--- src/sv/resp_command_parser_assert.svh ---
// Assertion helpers for the request parser.
`ifndef RESP_COMMAND_PARSER_ASSERT_SVH
`define RESP_COMMAND_PARSER_ASSERT_SVH

// Same-cycle implication, sampled on the rising clock edge, off during reset.
`define RCP_ASSERT_NOW(label, clk, rstn, ante, cons, msg) \
    label: assert property (@(posedge clk) disable iff (!(rstn)) (ante) |-> (cons)) \
        else $error(msg);

// Next-cycle implication, sampled on the rising clock edge, off during reset.
`define RCP_ASSERT_NEXT(label, clk, rstn, ante, cons, msg) \
    label: assert property (@(posedge clk) disable iff (!(rstn)) (ante) |=> (cons)) \
        else $error(msg);

`endif

--- src/sv/rcp_pkg.sv ---
package rcp_pkg;

    // Result word kinds, carried on tuser.
    typedef logic [1:0] item_kind_t;
    localparam item_kind_t KIND_DATA  = 2'd0;
    localparam item_kind_t KIND_END   = 2'd1;
    localparam item_kind_t KIND_ABORT = 2'd2;

    // Characters that steer the parser.
    localparam logic [7:0] CH_CR    = 8'h0D;
    localparam logic [7:0] CH_LF    = 8'h0A;
    localparam logic [7:0] CH_STAR  = 8'h2A;
    localparam logic [7:0] CH_DOLLAR = 8'h24;
    localparam logic [7:0] CH_MINUS = 8'h2D;
    localparam logic [7:0] CH_ZERO  = 8'h30;
    localparam logic [7:0] CH_NINE  = 8'h39;

    // Configuration register indexes.
    localparam logic CFG_MAX_ARG_COUNT = 1'b0;
    localparam logic CFG_MAX_BULK_LEN  = 1'b1;

    // Decimal number accumulator: magnitude saturates at 2^32.
    localparam int NUM_W = 33;
    localparam logic [NUM_W-1:0] NUM_LIMIT = {1'b1, 32'd0};

    typedef struct packed {
        logic neg;
        logic dig;
        logic dend;
        logic ovf;
    } num_flags_t;

endpackage

--- src/sv/resp_command_parser.sv ---
// A word accepted on the input waits in the input register and is processed when the result
// register can take a word; its result then goes to the result register; words that make no result leave then.
// Throughput: one input word per cycle. While a result waits for the consumer, the input
// register still takes one more word, then s_tready stays low until the result is taken.
// Reset: aresetn is synchronous and active low; it returns the parser to idle, empties both
// pipeline registers and restores max_arg_count to 1024 and max_bulk_len to 536870912.
module resp_command_parser (
    input  logic                    aclk,
    input  logic                    aresetn,
    // Configuration write port.
    input  logic                    cfg_wr_en,
    input  logic                    cfg_index,
    input  logic [31:0]             cfg_wdata,
    // Request byte stream.
    input  logic                    s_tvalid,
    output logic                    s_tready,
    input  logic [7:0]              s_tdata,    // [7:0] rx_byte
    // Parsed item stream.
    output logic                    m_tvalid,
    input  logic                    m_tready,
    output logic [23:0]             m_tdata,    // [7:0] data_byte, [23:8] arg_index
    output rcp_pkg::item_kind_t     m_tuser,    // [1:0] item_kind
    output logic                    m_tlast     // command_last
);

    import rcp_pkg::*;

    `include "resp_command_parser_assert.svh"

    // Parser phases.
    localparam logic [2:0] PH_IDLE    = 3'd0;
    localparam logic [2:0] PH_SKIP    = 3'd1;
    localparam logic [2:0] PH_ARRLEN  = 3'd2;
    localparam logic [2:0] PH_HDR     = 3'd3;
    localparam logic [2:0] PH_BULKLEN = 3'd4;
    localparam logic [2:0] PH_DATA    = 3'd5;
    localparam logic [2:0] PH_TRAIL   = 3'd6;

    // Configuration registers.
    logic [15:0] max_arg_reg;
    logic [31:0] max_bulk_reg;

    // Input register.
    logic        in_valid_reg;
    logic [7:0]  in_byte_reg;

    // Parser state.
    logic [2:0]       phase_reg, phase_next;
    logic             cr_reg, cr_next;
    logic [NUM_W-1:0] acc_reg, acc_next;
    num_flags_t       flags_reg, flags_next;
    logic [15:0]      exp_args_reg, exp_args_next;
    logic [15:0]      cur_arg_reg, cur_arg_next;
    logic [31:0]      left_reg, left_next;

    // Result register.
    logic        out_valid_reg;
    item_kind_t  out_kind_reg, out_kind_next;
    logic [7:0]  out_byte_reg, out_byte_next;
    logic [15:0] out_idx_reg, out_idx_next;
    logic        out_last_reg, out_last_next;
    logic        emit;

    // The processing step runs whenever the result register can take a word.
    logic advance;
    logic step;

    assign advance  = !out_valid_reg || m_tready;
    assign step     = in_valid_reg && advance;
    assign s_tready = !in_valid_reg || advance;

    // Byte classification.
    logic [7:0] b;
    logic       is_digit;
    logic       line_end;

    assign b        = in_byte_reg;
    assign is_digit = (b >= CH_ZERO) && (b <= CH_NINE);
    // A line ends on LF directly after CR.
    assign line_end = cr_reg && (b == CH_LF);

    // One digit of the decimal number: accum * 10 + digit, saturating at 2^32.
    logic [NUM_W+2:0] num_prod;
    logic [NUM_W-1:0] num_acc_step;
    num_flags_t       num_flags_step;

    assign num_prod = {acc_reg, 3'b000} + {2'b00, acc_reg, 1'b0}
                    + {{(NUM_W-1){1'b0}}, b[3:0] - CH_ZERO[3:0]};

    always_comb begin
        num_acc_step   = acc_reg;
        num_flags_step = flags_reg;
        if (!flags_reg.dend) begin
            if (!flags_reg.dig && (b == CH_MINUS) && !flags_reg.neg) begin
                num_flags_step.neg = 1'b1;
            end else if (!is_digit) begin
                num_flags_step.dend = 1'b1;
            end else begin
                num_flags_step.dig = 1'b1;
                if (!flags_reg.ovf) begin
                    if (num_prod > {3'b000, NUM_LIMIT}) begin
                        num_flags_step.ovf = 1'b1;
                        num_acc_step       = NUM_LIMIT;
                    end else begin
                        num_acc_step = num_prod[NUM_W-1:0];
                    end
                end
            end
        end
    end

    // Header checks on the finished number.
    logic arr_ok;
    logic bulk_ok;
    logic acc_zero;
    logic last_arg;

    assign acc_zero = (acc_reg == '0);
    assign arr_ok   = flags_reg.dig && !flags_reg.ovf && !flags_reg.neg && !acc_zero
                   && (acc_reg <= {{(NUM_W-16){1'b0}}, max_arg_reg});
    // "-0" is a valid zero length; any other negative length is not.
    assign bulk_ok  = flags_reg.dig && !flags_reg.ovf && !(flags_reg.neg && !acc_zero)
                   && (acc_reg <= {{(NUM_W-32){1'b0}}, max_bulk_reg});
    assign last_arg = ({1'b0, cur_arg_reg} + 17'd1) >= {1'b0, exp_args_reg};

    // Idle handling of a byte: a star opens an array, a dollar sign opens a
    // one-argument command, anything else starts a line to skip.
    logic [2:0] idle_phase;
    logic       idle_star;
    logic       idle_dollar;

    assign idle_star   = (b == CH_STAR);
    assign idle_dollar = (b == CH_DOLLAR);
    assign idle_phase  = idle_star ? PH_ARRLEN : (idle_dollar ? PH_BULKLEN : PH_SKIP);

    logic [31:0] left_dec;
    assign left_dec = (left_reg != 32'd0) ? (left_reg - 32'd1) : left_reg;

    always_comb begin
        phase_next    = phase_reg;
        cr_next       = cr_reg;
        acc_next      = acc_reg;
        flags_next    = flags_reg;
        exp_args_next = exp_args_reg;
        cur_arg_next  = cur_arg_reg;
        left_next     = left_reg;
        emit          = 1'b0;
        out_kind_next = KIND_DATA;
        out_byte_next = 8'd0;
        out_idx_next  = cur_arg_reg;
        out_last_next = 1'b0;

        case (phase_reg)
            PH_SKIP: begin
                cr_next = (b == CH_CR);
                if (line_end) begin
                    phase_next = PH_IDLE;
                end
            end
            PH_ARRLEN: begin
                cr_next = (b == CH_CR);
                if (!line_end) begin
                    acc_next   = num_acc_step;
                    flags_next = num_flags_step;
                end else if (arr_ok) begin
                    exp_args_next = acc_reg[15:0];
                    cur_arg_next  = 16'd0;
                    phase_next    = PH_HDR;
                end else begin
                    // Bad counts are dropped without a result.
                    phase_next = PH_IDLE;
                end
            end
            PH_HDR: begin
                if (b == CH_DOLLAR) begin
                    acc_next   = '0;
                    flags_next = '0;
                    cr_next    = 1'b0;
                    phase_next = PH_BULKLEN;
                end else begin
                    // Missing dollar sign: abort, then treat the byte as in idle.
                    emit          = 1'b1;
                    out_kind_next = KIND_ABORT;
                    phase_next    = idle_phase;
                    if (idle_star || idle_dollar) begin
                        acc_next   = '0;
                        flags_next = '0;
                        cr_next    = 1'b0;
                    end else begin
                        cr_next = (b == CH_CR);
                    end
                    if (idle_dollar) begin
                        exp_args_next = 16'd1;
                        cur_arg_next  = 16'd0;
                    end
                end
            end
            PH_BULKLEN: begin
                cr_next = (b == CH_CR);
                if (!line_end) begin
                    acc_next   = num_acc_step;
                    flags_next = num_flags_step;
                end else if (!bulk_ok) begin
                    emit          = 1'b1;
                    out_kind_next = KIND_ABORT;
                    phase_next    = PH_IDLE;
                end else if (acc_zero) begin
                    left_next  = 32'd2;
                    phase_next = PH_TRAIL;
                end else begin
                    left_next  = acc_reg[31:0];
                    phase_next = PH_DATA;
                end
            end
            PH_DATA: begin
                emit          = 1'b1;
                out_kind_next = KIND_DATA;
                out_byte_next = b;
                if (left_dec == 32'd0) begin
                    left_next  = 32'd2;
                    phase_next = PH_TRAIL;
                end else begin
                    left_next = left_dec;
                end
            end
            PH_TRAIL: begin
                if (left_reg > 32'd1) begin
                    left_next = left_reg - 32'd1;
                end else begin
                    left_next     = 32'd0;
                    emit          = 1'b1;
                    out_kind_next = KIND_END;
                    out_last_next = last_arg;
                    if (last_arg) begin
                        phase_next = PH_IDLE;
                    end else begin
                        cur_arg_next = cur_arg_reg + 16'd1;
                        phase_next   = PH_HDR;
                    end
                end
            end
            default: begin
                // Idle, and any unused phase code, which behaves as idle.
                phase_next = idle_phase;
                if (idle_star || idle_dollar) begin
                    acc_next   = '0;
                    flags_next = '0;
                    cr_next    = 1'b0;
                end else begin
                    cr_next = (b == CH_CR);
                end
                if (idle_dollar) begin
                    exp_args_next = 16'd1;
                    cur_arg_next  = 16'd0;
                end
            end
        endcase
    end

    // Configuration registers take writes directly; the user must keep the block idle then (unchecked).
    always_ff @(posedge aclk) begin
        if (!aresetn) begin
            max_arg_reg  <= 16'd1024;
            max_bulk_reg <= 32'd536870912;
        end else if (cfg_wr_en) begin
            case (cfg_index)
                CFG_MAX_ARG_COUNT: max_arg_reg  <= cfg_wdata[15:0];
                CFG_MAX_BULK_LEN:  max_bulk_reg <= cfg_wdata;
                default:           max_arg_reg  <= max_arg_reg;
            endcase
        end
    end

    // Input register.
    always_ff @(posedge aclk) begin
        if (!aresetn) begin
            in_valid_reg <= 1'b0;
        end else if (s_tready) begin
            in_valid_reg <= s_tvalid;
        end
    end

    always_ff @(posedge aclk) begin
        if (s_tready && s_tvalid) begin
            in_byte_reg <= s_tdata;
        end
    end

    // Parser state advances once per processed word.
    always_ff @(posedge aclk) begin
        if (!aresetn) begin
            phase_reg    <= PH_IDLE;
            cr_reg       <= 1'b0;
            acc_reg      <= '0;
            flags_reg    <= '0;
            exp_args_reg <= 16'd0;
            cur_arg_reg  <= 16'd0;
            left_reg     <= 32'd0;
        end else if (step) begin
            phase_reg    <= phase_next;
            cr_reg       <= cr_next;
            acc_reg      <= acc_next;
            flags_reg    <= flags_next;
            exp_args_reg <= exp_args_next;
            cur_arg_reg  <= cur_arg_next;
            left_reg     <= left_next;
        end
    end

    // Result register.
    always_ff @(posedge aclk) begin
        if (!aresetn) begin
            out_valid_reg <= 1'b0;
        end else if (advance) begin
            out_valid_reg <= step && emit;
        end
    end

    always_ff @(posedge aclk) begin
        if (step && emit) begin
            out_kind_reg <= out_kind_next;
            out_byte_reg <= out_byte_next;
            out_idx_reg  <= out_idx_next;
            out_last_reg <= out_last_next;
        end
    end

    assign m_tvalid = out_valid_reg;
    assign m_tdata  = {out_idx_reg, out_byte_reg};
    assign m_tuser  = out_kind_reg;
    assign m_tlast  = out_last_reg;

    // Only an argument end can close a command.
    `RCP_ASSERT_NOW(a_last_on_end_only, aclk, aresetn,
        m_tvalid && (m_tuser != KIND_END), !m_tlast, "command_last on a non-end item")

    // Only data items carry a byte.
    `RCP_ASSERT_NOW(a_byte_zero, aclk, aresetn,
        m_tvalid && (m_tuser != KIND_DATA), m_tdata[7:0] == 8'd0, "byte set on non-data item")

    // Inside a command the argument index stays below the argument count.
    `RCP_ASSERT_NOW(a_arg_in_range, aclk, aresetn,
        (phase_reg == PH_HDR) || (phase_reg == PH_DATA) || (phase_reg == PH_TRAIL),
        cur_arg_reg < exp_args_reg, "argument index beyond count")

    // A stalled result is never overwritten by a new one.
    `RCP_ASSERT_NEXT(a_no_overwrite, aclk, aresetn,
        m_tvalid && !m_tready, m_tvalid && (out_idx_reg == $past(out_idx_reg)),
        "result overwritten while stalled")

endmodule
--- config.mk ---
export PLATFORM = sky130hd
export DESIGN_NAME = resp_command_parser
export DESIGN_NICKNAME = d
export VERILOG_FILES = /design/src/sv/rcp_pkg.sv /design/src/sv/resp_command_parser.sv
export VERILOG_INCLUDE_DIRS = /design/src /design/src/sv
export SDC_FILE = /design/constraint.sdc
export NUM_CORES = 1
export LEC_CHECK = 0
export ABC_AREA = 1
export BUFFER_PORTS_ARGS = -buffer_cell sky130_fd_sc_hd__buf_2
export CAP_MARGIN = 30
export CORE_ASPECT_RATIO = 1.1
export CORE_MARGIN = 4
export CORE_UTILIZATION = 60
export DETAILED_ROUTE_END_ITERATION = 6
export GPL_ROUTABILITY_DRIVEN = 1
export PLACE_DENSITY = 0.77
export SETUP_SLACK_MARGIN = 0.05
export SLEW_MARGIN = 15
export SYNTH_ARGS = -nofsm -noshare
export SYNTH_HDL_FRONTEND = slang
export SYNTH_SLANG_ARGS = --single-unit
--- constraint.sdc ---
create_clock -name aclk -period 3.95 [get_ports aclk]
set_input_delay 0.5925 -clock aclk [delete_from_list [all_inputs] [get_ports aclk]]
set_output_delay 0.5925 -clock aclk [all_outputs]
set_load 0.01 [all_outputs]
==> flow_metrics.env <==
export IMPL_critical_path_class="register to register"
export IMPL_cts_inserted_buffers=17
export IMPL_synthArstFlopShare_pct=0
export IMPL_cts_tree="yes"
export IMPL_clkTransAtPathRegs_ps=80
export IMPL_finalCriticalPeriod_ps=3590
export IMPL_rr_worst_depth=17
export IMPL_avgSynthCellArea_um2=6.52
export IMPL_drive_above_1_share_pct=8.08
export IMPL_die_h_um=170
export IMPL_crit_chain="inv_1 -> fa_1 -> fa_1 -> inv_1 -> nand2_1 -> nand2_1 -> nand3_1 -> nand2_1 -> nand2_1 -> nand2_1 -> nand2_1 -> o21ai_0 -> xor2_1 -> nor3_4 -> buf_6 -> nand3_1 -> a21oi_1"
export IMPL_grtUsageTotal_pct=32.7
export IMPL_worstSetupStartpointType="register"
export IMPL_port_buffers=74
export IMPL_outcome="complete, no violations"
export IMPL_ir_drop_mv=0.263
export IMPL_final_nets=2432
export IMPL_synth_edf_count=35
export IMPL_regArea_um2=4150
export IMPL_largest_register_ffs=33
export IMPL_synth_nets=2367
export IMPL_finalSetupTns_ps=0
export IMPL_drc=0
export IMPL_dpl_cell_count=2530
export IMPL_syn_to_final_growth_pct=9.62
export IMPL_grt_pass1_vias=13600
export IMPL_yosys_area_top_type="dfxtp_1"
export IMPL_setup_viol=0
export IMPL_cts_hold_buf=0
export IMPL_die_w_um=155
export IMPL_drtIter0Drc=1369
export IMPL_crit_path_end_kind="register"
export IMPL_drv_cap=0
export IMPL_synth_flop_cell="dfxtp_1"
export IMPL_clock_latency_ps=460
export IMPL_p_per_area_nw_per_um2=286
export IMPL_routedWlPerCell_um=16.9
export IMPL_hold_viol=0
export IMPL_gp_congestion=0.964
export IMPL_grt_max_degree=59
export IMPL_synth_area_um2=14300
export IMPL_holdCritStartpoint="s_tdata[7]"
export IMPL_multi_input_area_um2=8640
export IMPL_whs_endpoint="b[7]"
export IMPL_reg2reg_to="acc_reg[25]"
export IMPL_drtPass1Iterations=6
export IMPL_grt_pass1_wl_um=69700
export IMPL_ys_seq_area_share_pct=29.1
export IMPL_h_tree_depth=4
export IMPL_detail_route_antenna_nets=0
export IMPL_crit_slowest_cell="fa_1"
export IMPL_utilization_pct=67.5
export IMPL_hpwl_um=33000
export IMPL_arrival_ps=3980
export IMPL_max_freq_ghz=0.278
export IMPL_num_vias=14600
export IMPL_cellLeakagePower_nw=7.50
export IMPL_crit_path_max_incr_delay_ps=550
export IMPL_fp_row_count=58
export IMPL_postSynthCellCount=2187
export IMPL_antenna_found_initial=0
export IMPL_synth_cell_types=54
export IMPL_core_um2=23100
export IMPL_rsz0062_at_grt="false"
export IMPL_clock_path_buffers=2
export IMPL_synth_seq_cells=190
export IMPL_worstPathRequired_ps=4330
export IMPL_die_area_um2=26300
export IMPL_synth_top_area_share_pct=21.8
export IMPL_slew_viol_final=0
export IMPL_min_path_cells=1
export IMPL_finalClockSkew_ps=21.7
export IMPL_critPathMaxFanout=33
export IMPL_period_share_pct=91.0
export IMPL_power_w=0.00448
export IMPL_crit_top_cell="nand2_1"
export IMPL_via_per_inst=5.69
export IMPL_r2r_start="acc_reg[0]"
export IMPL_cts_sinks=190
export IMPL_r2r_slack_ps=360
export IMPL_synth_area_leaders="dfxtp_1, nand2_1, ha_1"
export IMPL_ioPinCount=75
export IMPL_ys_warn_count=0
export IMPL_worstMarginPinSlew_ps=874
export IMPL_relSlewSlack_pct=41.6
export IMPL_overflow=0
export IMPL_final_cells=2565
export IMPL_nFillCells=2134
export IMPL_worstHoldPathType="primary input to register"
export IMPL_cts_root_buf="clkbuf_16"
export IMPL_start_util_pct=61.6
export IMPL_routed_wl_um=43500
export IMPL_diodes=0
layout make-up:
cell class	instances	share of cell area [%]
well taps	300	2.40
clock inverters	15	1.26
inverters	321	7.74
repair buffers	102	4.00
flip-flops and latches	190	26.6
clock buffers	17	2.72
multi-input cells	1620	55.3
cells in the final DEF, fill, tap and decap left out, types with 2 or more instances in the layout:
cell type	instances
nor2_4	5
dfxtp_1	155
inv_1	311
xnor2_1	11
edfxtp_1	35
xor2_1	26
nand2_2	13
clkinv_8	8
o2111ai_1	3
nand4_1	43
a211oi_1	3
a21oi_1	227
nor4_1	5
o21ai_1	2
nor2_2	5
o21a_1	4
nor3_1	28
o211ai_1	13
fa_1	2
inv_6	3
nand3_1	128
nand2_1	591
nand2_4	3
inv_2	7
clkbuf_16	17
o221ai_1	11
or2_2	2
o31ai_1	2
o21ai_0	90
buf_2	74
a21o_1	2
nand3_2	2
and2_1	7
ha_1	132
nand3b_1	5
nor2_1	233
buf_4	24
o21bai_1	6
clkinv_2	2
Yosys cell counts (4+ instances only):
cell type / n
o211ai_1: 13
xnor2_1: 11
nand3b_1: 5
nand2_2: 12
nor2_4: 5
nor2_2: 5
nand3_1: 129
clkbuf_1: 32
dfxtp_1: 155
nand2_1: 592
a21oi_1: 227
and2_1: 7
o21a_1: 4
xor2_1: 26
o21ai_0: 90
edfxtp_1: 35
buf_2: 17
nand4_1: 43
inv_2: 7
buf_6: 5
nor2_1: 233
inv_1: 311
nor3_1: 29
nor4_1: 5
o21bai_1: 6
ha_1: 132
o221ai_1: 11
logic make-up (layout without fill, tap and decap cells):
family          after synthesis  count (layout)  share of synthesized area (%)
flops                       190             190                           29.1
xor+xnor                     37              37                           2.27
fa+ha+maj                   134             134                           11.9
buf+inv                     378             455                           10.5
compound gates              370             370                           14.1
simple gates               1078            1079                           32.1
worst max path at each step:
stage	from	to	depth (start not counted)
global placement	cur_arg_reg[4]	cur_arg_reg[0]	22
finish	acc_reg[0]	acc_reg[25]	17
detailed placement	cur_arg_reg[4]	cur_arg_reg[10]	20
floorplan	cur_arg_reg[4]	cur_arg_reg[8]	21
global route	cur_arg_reg[0]	cur_arg_reg[8]	20
CTS	cur_arg_reg[4]	cur_arg_reg[1]	20
report_power, final:
group	leakage [nW]	switching, W	internal (W)	total, W
clock	0.297	0.000945	0.000867	0.00181
combinational	5.67	0.000430	0.000191	0.000622
sequential	1.53	0.0000236	0.00202	0.00204
total	7.50	0.00140	0.00308	0.00448
repair_timing:
action / in CTS / in global routing
gates resized for setup: 0 / 6
setup endpoints to repair: 0 / 48
setup buffers: 0 / 1
per-stage QoR:
step | instance area [µm²] | setup slack [ps] | hold WS, ps
6_report | 15600 | 356 | 324
5_1_grt | 15600 | 41.0 | 309
4_1_cts | 15500 | 130 | 314
3_5_place_dp | 14900 | 154 | 453
3_3_place_gp | 14900 | 398 | 450
2_1_floorplan | 14300 | 751 | 435
worst max-delay path, delay by kind of cell (launching register included):
family	cells	cell delay (ps)
simple gates	9	950
xor+xnor	1	160
flops	1	420
fa+ha+maj	2	1020
compound gates	2	380
buf+inv	3	590
layer usage:
layer | vias to the layer above | share of wire, % | GRT usage, % | routed length [µm]
met3 | 122 | 7.7 | 4.41 | 3350
li1 | 7259 | - | - | -
met2 | 631 | 46 | 53.9 | 20000
met5 | - | 0 | 0 | 0
met4 | 0 | 3.9 | 12.5 | 1710
met1 | 6592 | 42 | 43.9 | 18400
Note: power is estimated with default switching activity, not from simulation.
